`config.mk`:
```
export PLATFORM = sky130hd
export DESIGN_NAME = life_generation_stream_unit
export DESIGN_NICKNAME = d
export VERILOG_FILES = /design/src/design/lgs_pkg.sv /design/src/design/life_generation_stream_unit.sv /design/src/design/lgs_win_cell.sv /design/src/design/lgs_line_store.sv /design/src/design/lgs_pos_div.sv /design/src/design/lgs_out_skid.sv
export VERILOG_INCLUDE_DIRS = /design/src /design/src/design
export SDC_FILE = /design/constraint.sdc
export NUM_CORES = 2
export LEC_CHECK = 0
export BUFFER_PORTS_ARGS = -buffer_cell sky130_fd_sc_hd__buf_2
export CORE_UTILIZATION = 45
export CTS_CLUSTER_SIZE = 40
export DETAILED_ROUTE_END_ITERATION = 10
export GPL_ROUTABILITY_DRIVEN = 0
export PLACE_DENSITY = 0.65
export RECOVER_POWER = 50
export SYNTH_ARGS = -nofsm -noshare
export SYNTH_HDL_FRONTEND = slang
export SYNTH_SLANG_ARGS = --single-unit
```
`constraint.sdc`:
```
create_clock -name aclk -period 35.1 [get_ports aclk]
set_input_delay 3.51 -clock aclk [delete_from_list [all_inputs] [get_ports aclk]]
set_output_delay 3.51 -clock aclk [all_outputs]
set_load 0.05 [all_outputs]
```
`src/design/life_generation_stream_unit_assert.svh`:
```
// assertion macros for the life generation stream unit
`ifndef LIFE_GENERATION_STREAM_UNIT_ASSERT_SVH
`define LIFE_GENERATION_STREAM_UNIT_ASSERT_SVH

`ifndef SYNTHESIS

// antecedent implies consequent in the same cycle
`define LGS_ASSERT_IMPLIES(lbl, clk, rst_n, ante, cons) \
    lbl: assert property (@(posedge clk) disable iff (!(rst_n)) (ante) |-> (cons)) \
        else $error("lgs implication check failed");

// antecedent implies consequent in the next cycle
`define LGS_ASSERT_NEXT(lbl, clk, rst_n, ante, cons) \
    lbl: assert property (@(posedge clk) disable iff (!(rst_n)) (ante) |=> (cons)) \
        else $error("lgs next-cycle check failed");

`else

`define LGS_ASSERT_IMPLIES(lbl, clk, rst_n, ante, cons)
`define LGS_ASSERT_NEXT(lbl, clk, rst_n, ante, cons)

`endif

`endif

```
`src/design/lgs_pkg.sv`:
```
// shared types and constants for the life generation stream unit
`default_nettype none

package lgs_pkg;

    localparam int POS_W     = 21;
    localparam int CFG_W     = 11;
    localparam int CFG_IDX_W = 2;
    localparam int TRIP_W    = 3;
    localparam int WIN_W     = 9;
    localparam int WIN_COLS  = 2;
    localparam int CNT_W     = 4;

    localparam int MIN_DIM        = 3;
    localparam int RST_DIM        = 1024;
    localparam int DEF_MAX_LINE   = 1024;
    localparam int DEF_MAX_LINES  = 1024;

    localparam logic [CFG_IDX_W-1:0] REG_LINE_LENGTH = 2'd0;
    localparam logic [CFG_IDX_W-1:0] REG_LINE_COUNT  = 2'd1;

    // window bit layout: bit 3*col + row, row 0 upper, col 2 newest
    localparam logic [WIN_W-1:0] MASK_TOP    = 9'h049;
    localparam logic [WIN_W-1:0] MASK_BOTTOM = 9'h124;
    localparam logic [WIN_W-1:0] MASK_LEFT   = 9'h007;
    localparam logic [WIN_W-1:0] MASK_RIGHT  = 9'h1C0;
    localparam int               SELF_BIT    = 4;

    localparam logic [CNT_W-1:0] BIRTH_N    = 4'd3;
    localparam logic [CNT_W-1:0] SURVIVE_LO = 4'd2;
    localparam logic [CNT_W-1:0] SURVIVE_HI = 4'd3;

    typedef struct packed {
        logic             next_cell;
        logic             frame_end;
        logic [POS_W-1:0] live_total;
    } result_t;

endpackage

`default_nettype wire

```
`src/design/life_generation_stream_unit.sv`:
```
// Streaming one-generation Life engine (birth on 3, survival on 2 or 3). Cells
// enter in scan order, one per item, and the engine takes one item per clock
// cycle while s_ready is high; the result for a cell leaves line_length+1 items
// after the cell, so after the last cell of a frame send line_length+1 flush
// items. Cells outside the grid count as dead; the frame_end result carries the
// live count of the input generation. After reset s_ready stays low while the
// two line memories are cleared one entry per cycle. After each write to the
// line length or line count s_ready stays low while a bit-serial divider
// recomputes the output line and column: a start step, 21 quotient bits at one
// per cycle, and a step to load the result.
`default_nettype none

`include "life_generation_stream_unit_assert.svh"

module life_generation_stream_unit #(
    parameter int MAX_LINE  = lgs_pkg::DEF_MAX_LINE,
    parameter int MAX_LINES = lgs_pkg::DEF_MAX_LINES
) (
    input  wire logic                            aclk,
    input  wire logic                            aresetn,
    input  wire logic                            s_valid,
    output logic                                 s_ready,
    input  wire logic                            s_cell_req,
    input  wire logic                            s_flush,
    output logic                                 m_valid,
    input  wire logic                            m_ready,
    output logic                                 m_next_cell,
    output logic                                 m_frame_end,
    output logic      [lgs_pkg::POS_W-1:0]       m_live_total,
    input  wire logic                            cfg_valid,
    output logic                                 cfg_ready,
    input  wire logic [lgs_pkg::CFG_IDX_W-1:0]   cfg_index,
    input  wire logic [lgs_pkg::CFG_W-1:0]       cfg_wdata
);
    import lgs_pkg::*;

    localparam int LEN_W   = $clog2(MAX_LINE + 1);
    localparam int LINE_W  = $clog2(MAX_LINES + 1);
    localparam int ADDR_W  = $clog2(MAX_LINE);
    localparam int TOT_W   = LEN_W + LINE_W;
    localparam int CMP_W   = (POS_W + 1 > TOT_W) ? POS_W + 1 : TOT_W;
    localparam int LEN_RST = (RST_DIM > MAX_LINE) ? MAX_LINE : RST_DIM;
    localparam int LIN_RST = (RST_DIM > MAX_LINES) ? MAX_LINES : RST_DIM;

    // configuration and frame position state
    logic [LEN_W-1:0]  len_reg, len_next;
    logic [LINE_W-1:0] lines_reg, lines_next;
    logic [TOT_W-1:0]  total_reg;
    logic              div_pend_reg, div_pend_next;
    logic [LEN_W-1:0]  col_reg, col_next;
    logic [LINE_W-1:0] line_reg, line_next;
    logic [POS_W-1:0]  opos_reg, opos_next;
    logic [LINE_W-1:0] oline_reg, oline_next;
    logic [ADDR_W-1:0] ocol_reg, ocol_next;
    logic [POS_W-1:0]  live_reg, live_next;

    logic [31:0]       cfg_val32;
    logic              col_wrap;
    logic [LEN_W-1:0]  col_e;
    logic [LINE_W-1:0] line_e;
    logic              cur;
    logic [POS_W-1:0]  live_inc;
    logic [TRIP_W-1:0] trip;
    logic [TRIP_W-1:0] win_q [WIN_COLS];
    logic [WIN_W-1:0]  win;
    logic [WIN_W-1:0]  win_m;
    logic [CNT_W-1:0]  nbr;
    logic              self_live;
    logic              next_cell;
    logic              emit;
    logic              last;
    logic [CMP_W-1:0]  pos_inc;
    logic              accept;
    logic              frame_done;
    logic              stall;
    logic [ADDR_W-1:0] raddr;
    logic              rd_upper;
    logic              rd_middle;
    logic              clearing;
    logic              div_busy;
    logic              div_done;
    logic [LINE_W-1:0] div_line;
    logic [ADDR_W-1:0] div_col;
    logic              res_ready;
    result_t           res;
    result_t           m_res;

    assign cfg_ready = 1'b1;
    assign stall     = clearing || div_pend_reg || div_busy || div_done;
    assign s_ready   = !stall && res_ready;
    assign accept    = s_valid && s_ready;

    always_comb begin
        col_wrap  = (col_reg >= len_reg);
        col_e     = col_wrap ? '0 : col_reg;
        line_e    = (col_wrap && (line_reg != LINE_W'(MAX_LINES))) ? line_reg + 1'b1
                                                                   : line_reg;
        cur       = !s_flush && s_cell_req && (line_e < lines_reg);
        live_inc  = live_reg + POS_W'(cur);
        trip      = {cur, rd_middle, rd_upper};
        win       = {trip, win_q[0], win_q[1]};

        win_m = win;
        if (oline_reg == '0) begin
            win_m = win_m & ~MASK_TOP;
        end
        if (({1'b0, oline_reg} + 1'b1) >= {1'b0, lines_reg}) begin
            win_m = win_m & ~MASK_BOTTOM;
        end
        if (ocol_reg == '0) begin
            win_m = win_m & ~MASK_LEFT;
        end
        if ((LEN_W'(ocol_reg) + 1'b1) >= len_reg) begin
            win_m = win_m & ~MASK_RIGHT;
        end

        nbr = '0;
        for (int i = 0; i < WIN_W; i++) begin
            if (i != SELF_BIT) begin
                nbr = nbr + CNT_W'(win_m[i]);
            end
        end
        self_live = win_m[SELF_BIT];
        next_cell = self_live ? ((nbr >= SURVIVE_LO) && (nbr <= SURVIVE_HI))
                              : (nbr == BIRTH_N);

        emit       = (line_e >= LINE_W'(2)) || ((line_e == LINE_W'(1)) && (col_e != '0));
        pos_inc    = CMP_W'(opos_reg) + CMP_W'(1);
        last       = (pos_inc >= CMP_W'(total_reg));
        frame_done = accept && emit && last;

        res.next_cell  = next_cell;
        res.frame_end  = last;
        res.live_total = last ? live_inc : '0;
    end

    // next state of the scan counters and configuration
    always_comb begin
        cfg_val32     = 32'(cfg_wdata);
        len_next      = len_reg;
        lines_next    = lines_reg;
        div_pend_next = 1'b0;
        col_next      = col_reg;
        line_next     = line_reg;
        opos_next     = opos_reg;
        oline_next    = oline_reg;
        ocol_next     = ocol_reg;
        live_next     = live_reg;

        if (cfg_valid) begin
            div_pend_next = 1'b1;
            case (cfg_index)
                REG_LINE_LENGTH: begin
                    if (cfg_val32 < 32'(MIN_DIM)) begin
                        len_next = LEN_W'(MIN_DIM);
                    end else if (cfg_val32 > 32'(MAX_LINE)) begin
                        len_next = LEN_W'(MAX_LINE);
                    end else begin
                        len_next = LEN_W'(cfg_val32);
                    end
                end
                REG_LINE_COUNT: begin
                    if (cfg_val32 < 32'(MIN_DIM)) begin
                        lines_next = LINE_W'(MIN_DIM);
                    end else if (cfg_val32 > 32'(MAX_LINES)) begin
                        lines_next = LINE_W'(MAX_LINES);
                    end else begin
                        lines_next = LINE_W'(cfg_val32);
                    end
                end
                default: begin
                    div_pend_next = 1'b0;
                end
            endcase
        end

        if (div_done) begin
            oline_next = div_line;
            ocol_next  = div_col;
        end

        if (accept) begin
            col_next  = col_e + 1'b1;
            line_next = line_e;
            live_next = live_inc;
            if (emit) begin
                if (last) begin
                    col_next   = '0;
                    line_next  = '0;
                    opos_next  = '0;
                    oline_next = '0;
                    ocol_next  = '0;
                    live_next  = '0;
                end else begin
                    opos_next = opos_reg + 1'b1;
                    if ((LEN_W'(ocol_reg) + 1'b1) >= len_reg) begin
                        ocol_next = '0;
                        if (oline_reg != LINE_W'(MAX_LINES)) begin
                            oline_next = oline_reg + 1'b1;
                        end
                    end else begin
                        ocol_next = ocol_reg + 1'b1;
                    end
                end
            end
        end

        // prefetch the column the next item will use
        raddr = (col_next >= len_reg) ? '0 : col_next[ADDR_W-1:0];
    end

    always_ff @(posedge aclk) begin
        if (!aresetn) begin
            len_reg      <= LEN_W'(LEN_RST);
            lines_reg    <= LINE_W'(LIN_RST);
            div_pend_reg <= 1'b0;
            col_reg      <= '0;
            line_reg     <= '0;
            opos_reg     <= '0;
            oline_reg    <= '0;
            ocol_reg     <= '0;
            live_reg     <= '0;
        end else begin
            len_reg      <= len_next;
            lines_reg    <= lines_next;
            div_pend_reg <= div_pend_next;
            col_reg      <= col_next;
            line_reg     <= line_next;
            opos_reg     <= opos_next;
            oline_reg    <= oline_next;
            ocol_reg     <= ocol_next;
            live_reg     <= live_next;
        end
    end

    always_ff @(posedge aclk) begin
        total_reg <= TOT_W'(len_reg) * TOT_W'(lines_reg);
    end

    // window columns: cell 0 holds the previous column, cell 1 the one before
    for (genvar gi = 0; gi < WIN_COLS; gi++) begin : g_win
        if (gi == 0) begin : g_head
            lgs_win_cell u_cell (
                .aclk    (aclk),
                .aresetn (aresetn),
                .shift   (accept),
                .clear   (frame_done),
                .col_in  (trip),
                .col_out (win_q[gi])
            );
        end else begin : g_tail
            lgs_win_cell u_cell (
                .aclk    (aclk),
                .aresetn (aresetn),
                .shift   (accept),
                .clear   (frame_done),
                .col_in  (win_q[gi-1]),
                .col_out (win_q[gi])
            );
        end
    end

    lgs_line_store #(
        .DEPTH (MAX_LINE)
    ) u_store (
        .aclk      (aclk),
        .aresetn   (aresetn),
        .we        (accept),
        .waddr     (col_e[ADDR_W-1:0]),
        .wr_upper  (rd_middle),
        .wr_middle (cur),
        .raddr     (raddr),
        .rd_upper  (rd_upper),
        .rd_middle (rd_middle),
        .clearing  (clearing)
    );

    lgs_pos_div #(
        .MAX_LINE  (MAX_LINE),
        .MAX_LINES (MAX_LINES)
    ) u_div (
        .aclk      (aclk),
        .aresetn   (aresetn),
        .start     (div_pend_reg),
        .dividend  (opos_reg),
        .divisor   (len_reg),
        .busy      (div_busy),
        .done      (div_done),
        .quot_line (div_line),
        .rem_col   (div_col)
    );

    lgs_out_skid u_out (
        .aclk      (aclk),
        .aresetn   (aresetn),
        .in_valid  (accept && emit),
        .in_data   (res),
        .in_ready  (res_ready),
        .out_valid (m_valid),
        .out_data  (m_res),
        .out_ready (m_ready)
    );

    assign m_next_cell  = m_res.next_cell;
    assign m_frame_end  = m_res.frame_end;
    assign m_live_total = m_res.live_total;

    `LGS_ASSERT_IMPLIES(a_no_accept_in_stall, aclk, aresetn, s_valid && s_ready, !stall)
    `LGS_ASSERT_IMPLIES(a_ocol_in_line, aclk, aresetn, !stall, LEN_W'(ocol_reg) < len_reg)
    `LGS_ASSERT_NEXT(a_frame_clear, aclk, aresetn, frame_done, opos_reg == '0 && col_reg == '0 && live_reg == '0)

endmodule

`default_nettype wire

```
`src/design/lgs_win_cell.sv`:
```
// one column cell of the 3x3 window chain
`default_nettype none

module lgs_win_cell (
    input  wire logic                      aclk,
    input  wire logic                      aresetn,
    input  wire logic                      shift,
    input  wire logic                      clear,
    input  wire logic [lgs_pkg::TRIP_W-1:0] col_in,
    output logic      [lgs_pkg::TRIP_W-1:0] col_out
);
    import lgs_pkg::*;

    logic [TRIP_W-1:0] col_reg;

    always_ff @(posedge aclk) begin
        if (!aresetn) begin
            col_reg <= '0;
        end else if (clear) begin
            col_reg <= '0;
        end else if (shift) begin
            col_reg <= col_in;
        end
    end

    assign col_out = col_reg;

endmodule

`default_nettype wire

```
`src/design/lgs_line_store.sv`:
```
// two single-bit line memories with prefetch read and clearing pass after reset
`default_nettype none

module lgs_line_store #(
    parameter int DEPTH = lgs_pkg::DEF_MAX_LINE
) (
    input  wire logic                     aclk,
    input  wire logic                     aresetn,
    input  wire logic                     we,
    input  wire logic [$clog2(DEPTH)-1:0] waddr,
    input  wire logic                     wr_upper,
    input  wire logic                     wr_middle,
    input  wire logic [$clog2(DEPTH)-1:0] raddr,
    output logic                          rd_upper,
    output logic                          rd_middle,
    output logic                          clearing
);
    import lgs_pkg::*;

    localparam int ADDR_W = $clog2(DEPTH);
    localparam int CLR_W  = $clog2(DEPTH + 1);

    logic upper_mem  [DEPTH];
    logic middle_mem [DEPTH];

    logic [CLR_W-1:0]  clr_cnt_reg;
    logic [ADDR_W-1:0] clr_addr;
    logic              mem_we;
    logic [ADDR_W-1:0] mem_waddr;
    logic              mem_wu;
    logic              mem_wm;
    logic              rd_upper_reg;
    logic              rd_middle_reg;

    assign clearing  = (clr_cnt_reg != CLR_W'(DEPTH));
    assign clr_addr  = clr_cnt_reg[ADDR_W-1:0];
    assign mem_we    = clearing || we;
    assign mem_waddr = clearing ? clr_addr : waddr;
    assign mem_wu    = clearing ? 1'b0 : wr_upper;
    assign mem_wm    = clearing ? 1'b0 : wr_middle;

    always_ff @(posedge aclk) begin
        if (!aresetn) begin
            clr_cnt_reg <= '0;
        end else if (clearing) begin
            clr_cnt_reg <= clr_cnt_reg + 1'b1;
        end
    end

    always_ff @(posedge aclk) begin
        if (mem_we) begin
            upper_mem[mem_waddr]  <= mem_wu;
            middle_mem[mem_waddr] <= mem_wm;
        end
    end

    // write-first bypass when the prefetch hits the entry being written
    always_ff @(posedge aclk) begin
        if (mem_we && (mem_waddr == raddr)) begin
            rd_upper_reg  <= mem_wu;
            rd_middle_reg <= mem_wm;
        end else begin
            rd_upper_reg  <= upper_mem[raddr];
            rd_middle_reg <= middle_mem[raddr];
        end
    end

    assign rd_upper  = rd_upper_reg;
    assign rd_middle = rd_middle_reg;

endmodule

`default_nettype wire

```
`src/design/lgs_pos_div.sv`:
```
// bit-serial divider that splits the output position into line and column
`default_nettype none

module lgs_pos_div #(
    parameter int MAX_LINE  = lgs_pkg::DEF_MAX_LINE,
    parameter int MAX_LINES = lgs_pkg::DEF_MAX_LINES
) (
    input  wire logic                            aclk,
    input  wire logic                            aresetn,
    input  wire logic                            start,
    input  wire logic [lgs_pkg::POS_W-1:0]       dividend,
    input  wire logic [$clog2(MAX_LINE+1)-1:0]   divisor,
    output logic                                 busy,
    output logic                                 done,
    output logic      [$clog2(MAX_LINES+1)-1:0]  quot_line,
    output logic      [$clog2(MAX_LINE)-1:0]     rem_col
);
    import lgs_pkg::*;

    localparam int LEN_W  = $clog2(MAX_LINE + 1);
    localparam int LINE_W = $clog2(MAX_LINES + 1);
    localparam int ADDR_W = $clog2(MAX_LINE);
    localparam int STEP_W = $clog2(POS_W);

    logic              busy_reg;
    logic              done_reg;
    logic [STEP_W-1:0] step_reg;
    logic [POS_W-1:0]  dq_reg;
    logic [LEN_W-1:0]  rem_reg;
    logic [LEN_W-1:0]  dvs_reg;
    logic [LEN_W:0]    rem_sh;
    logic              q_bit;
    logic [LEN_W:0]    rem_sub;

    always_comb begin
        rem_sh  = {rem_reg, dq_reg[POS_W-1]};
        q_bit   = (rem_sh >= {1'b0, dvs_reg});
        rem_sub = rem_sh - {1'b0, dvs_reg};
    end

    always_ff @(posedge aclk) begin
        if (!aresetn) begin
            busy_reg <= 1'b0;
            done_reg <= 1'b0;
            step_reg <= '0;
        end else begin
            done_reg <= 1'b0;
            if (start) begin
                busy_reg <= 1'b1;
                step_reg <= '0;
            end else if (busy_reg) begin
                step_reg <= step_reg + 1'b1;
                if (step_reg == STEP_W'(POS_W - 1)) begin
                    busy_reg <= 1'b0;
                    done_reg <= 1'b1;
                end
            end
        end
    end

    always_ff @(posedge aclk) begin
        if (start) begin
            dq_reg  <= dividend;
            rem_reg <= '0;
            dvs_reg <= divisor;
        end else if (busy_reg) begin
            dq_reg  <= {dq_reg[POS_W-2:0], q_bit};
            rem_reg <= q_bit ? rem_sub[LEN_W-1:0] : rem_sh[LEN_W-1:0];
        end
    end

    assign busy      = busy_reg;
    assign done      = done_reg;
    // any line past the last one behaves the same, so saturate
    assign quot_line = (dq_reg > POS_W'(MAX_LINES)) ? LINE_W'(MAX_LINES)
                                                    : dq_reg[LINE_W-1:0];
    assign rem_col   = rem_reg[ADDR_W-1:0];

endmodule

`default_nettype wire

```
`src/design/lgs_out_skid.sv`:
```
// output register with skid stage for the result channel
`default_nettype none

module lgs_out_skid (
    input  wire logic             aclk,
    input  wire logic             aresetn,
    input  wire logic             in_valid,
    input  wire lgs_pkg::result_t in_data,
    output logic                  in_ready,
    output logic                  out_valid,
    output lgs_pkg::result_t      out_data,
    input  wire logic             out_ready
);
    import lgs_pkg::*;

    logic    out_valid_reg;
    logic    skid_valid_reg;
    result_t out_data_reg;
    result_t skid_data_reg;
    logic    take_in;
    logic    to_skid;
    logic    skid_to_out;

    assign in_ready    = !skid_valid_reg;
    assign take_in     = in_valid && !skid_valid_reg;
    assign to_skid     = take_in && out_valid_reg && !out_ready;
    assign skid_to_out = !take_in && out_ready && skid_valid_reg;

    always_ff @(posedge aclk) begin
        if (!aresetn) begin
            out_valid_reg  <= 1'b0;
            skid_valid_reg <= 1'b0;
        end else if (take_in) begin
            if (to_skid) begin
                skid_valid_reg <= 1'b1;
            end else begin
                out_valid_reg <= 1'b1;
            end
        end else if (out_ready) begin
            if (skid_valid_reg) begin
                skid_valid_reg <= 1'b0;
            end else begin
                out_valid_reg <= 1'b0;
            end
        end
    end

    always_ff @(posedge aclk) begin
        if (to_skid) begin
            skid_data_reg <= in_data;
        end
        if (take_in && !to_skid) begin
            out_data_reg <= in_data;
        end else if (skid_to_out) begin
            out_data_reg <= skid_data_reg;
        end
    end

    assign out_valid = out_valid_reg;
    assign out_data  = out_data_reg;

endmodule

`default_nettype wire
```
==> impl_metrics.env <==
export IMPL_synth_seq_cells=2303
export IMPL_fmax_mhz=89.66
export IMPL_dpl_hpwl_um=154700
export IMPL_yosys_most_used_dff="edfxtp_1"
export IMPL_drt_wirelength_per_cell_um=27.20
export IMPL_synth_top_area_cell="edfxtp_1"
export IMPL_ioPinCount=46
export IMPL_drc=0
export IMPL_layout_setup_ws_ns=23.95
export IMPL_p_leak_nw=34.51
export IMPL_clk_latency_ns=0.90
export IMPL_grt_pass1_vias=58470
export IMPL_peakVddDrop_mv=0.05034
export IMPL_crit_required_ns=35.59
export IMPL_clk_path_buf_depth=3
export IMPL_postCtsHoldBufs=0
export IMPL_status="complete, but fails checks"
export IMPL_synth_seq_area_share_pct=66.58
export IMPL_grt_overflow_total=0
export IMPL_n_fill_cell=18490
export IMPL_ant_nets=0
export IMPL_end_kind="register"
export IMPL_die_area_mm2=0.2268
export IMPL_die_x_um=476.3
export IMPL_path_class="register to register"
export IMPL_ys_warn_count=0
export IMPL_syn_inst=6597
export IMPL_core_area_mm2=0.2230
export IMPL_netlist_top_cells_count="edfxtp_1, nor2_1, mux4_2, nand2_1, clkbuf_1"
export IMPL_skew_ns=0.07375
export IMPL_cts_sinks=2303
export IMPL_setup_viol=0
export IMPL_clockRootBuffer="clkbuf_16"
export IMPL_rows=173
export IMPL_slew_headroom_pct=-207.6
export IMPL_grt_pass1_wl_um=391100
export IMPL_routed_via_density=6.012
export IMPL_violations="capacitance limit, slew limit"
export IMPL_grt_max_degree=255
export IMPL_areaGrowthSynthToFinish_pct=10.24
export IMPL_cts_tree="built"
export IMPL_finalCritPeriodShare_pct=31.78
export IMPL_worstPathMaxFanout=118
export IMPL_grt_total_usage_pct=23.09
export IMPL_async_flop_share_pct=0
export IMPL_initialDrtViolationCount=6732
export IMPL_cts_resized=0
export IMPL_wirelength_um=264700
export IMPL_post_cts_setup_buffers=0
export IMPL_reg_top3="u_store.middle_mem (1024), u_store.upper_mem (1024)"
export IMPL_postSynthNetCount=6867
export IMPL_drive_gt1_share_pct=15.99
export IMPL_cp_arrival_ns=11.65
export IMPL_synth_area_mm2=0.1012
export IMPL_die_h_um=476.3
export IMPL_power_density_mw_per_mm2=49.62
export IMPL_dr_total_vias=58500
export IMPL_syn_area_per_cell_um2=15.34
export IMPL_max_cap_viol_count=46
export IMPL_setup_tns_ns=0
export IMPL_synth_edf_count=2126
export IMPL_io_buffers=44
export IMPL_start_kind="register"
export IMPL_clkTransAtPathRegs_ns=0.06
export IMPL_synth_area_leaders="edfxtp_1, mux4_2, nor2_1, dfxtp_1, ha_1"
export IMPL_place_ws_ns=25.91
export IMPL_worstMarginPinSlew_ns=4.614
export IMPL_finalMaxSlewViolations=1503
export IMPL_nets=6824
export IMPL_synth_most_common_cell="edfxtp_1"
export IMPL_htreeDepth=4
export IMPL_ys_types=87
export IMPL_antenna_found_initial=9
export IMPL_hold_viol=0
export IMPL_rsz0062_at_grt="no"
export IMPL_final_core_util_pct=50.04
export IMPL_period_minus_slack_ns=11.15
export IMPL_initial_core_util_pct=45.40
export IMPL_yosysTopAreaCellShare_pct=63.08
export IMPL_hold_path_class="register to register"
export IMPL_cts_made_buffers=226
export IMPL_drtPass1Iterations=6
==> worst max-delay path, cell delays in order, from the launching register on <==
cell and delay (ns):
dfxtp_1 0.54, clkinv_1 0.66, ha_1 0.60, nand2_1 0.07
o21ai_0 0.42, and2_0 0.22, a22o_1 0.30, nand3_1 0.18
xnor2_1 0.23, ha_1 0.28, a211o_1 0.29, a211oi_1 0.20
o21ai_0 0.21, a21oi_1 0.33, and2_0 1.31, clkbuf_1 2.61
buf_4 1.09, buf_4 0.99
==> path summary, 6_finish.rpt <==
path / from / endpoint / slack (ns) / cells after the start
min reg2reg: g_win[1].g_tail.u_cell.col_out[0] / g_win[1].g_tail.u_cell.col_out[0] / 0.45 / 2
max reg2reg: len_reg[10] / u_store.middle_mem[851] / 23.95 / 17
min: g_win[1].g_tail.u_cell.col_out[0] / g_win[1].g_tail.u_cell.col_out[0] / 0.45 / 2
max: len_reg[10] / u_store.middle_mem[851] / 23.95 / 17
==> through the flow <==
stage	hold slack, ns	instance area, um2	cells	total power, mW
2_1_floorplan	0.4064	101200	6597	3.109
3_3_place_gp	0.4356	104400	9300	3.165
3_5_place_dp	0.4432	104400	9301	3.166
4_1_cts	0.4517	111900	9725	5.564
5_1_grt	0.4857	111600	9726	5.675
6_report	0.4478	111600	9730	5.536
==> where the power goes <==
group          total, mW  switching (mW)  leakage [nW]  internal [mW]
logic              0.134          0.0928          9.87         0.0414
clock network       2.43            1.06          3.62           1.37
registers           2.97          0.0117          21.0           2.96
==> cells by family after synthesis <==
logic type / share of synthesized area [%]
flops: 66.58
buf+inv: 2.684
other cells: 0.003705
compound gates: 3.712
fa+ha+maj: 3.721
mux: 13.66
xor+xnor: 0.9173
simple gates: 8.723
==> metal layers <==
metal | part of all wire, % | up-vias | track usage (%)
met5 | 0.018 | - | 0
met4 | 3.0 | 6 | 7.125
met3 | 8.3 | 446 | 3.983
met2 | 48 | 2692 | 37.23
met1 | 40 | 30450 | 32.05
li1 | - | 24910 | -
==> layout by cell type, fill, tap and decap left out, drive strengths merged, types with 124 or more instances in the layout <==
cell / n
mux4: 554
dfxtp: 177
clkinv: 124
nand2: 371
edfxtp: 2126
a21oi: 126
clkbuf: 352
inv: 169
nor2: 1233
ha: 165
==> final cells by class <==
cell class / count / area [um2] / area share [%]
Clock inverter: 148 / 1531 / 1.373
Multi-Input combinational cell: 3665 / 31190 / 27.95
Sequential cell: 2303 / 67400 / 60.41
Inverter: 173 / 651.9 / 0.5842
Timing Repair Buffer: 185 / 1154 / 1.034
Antenna cell: 5 / 12.51 / 0.01121
Clock buffer: 276 / 5914 / 5.301
Tap cell: 2975 / 3722 / 3.336
(Power assumes the default switching activity.)
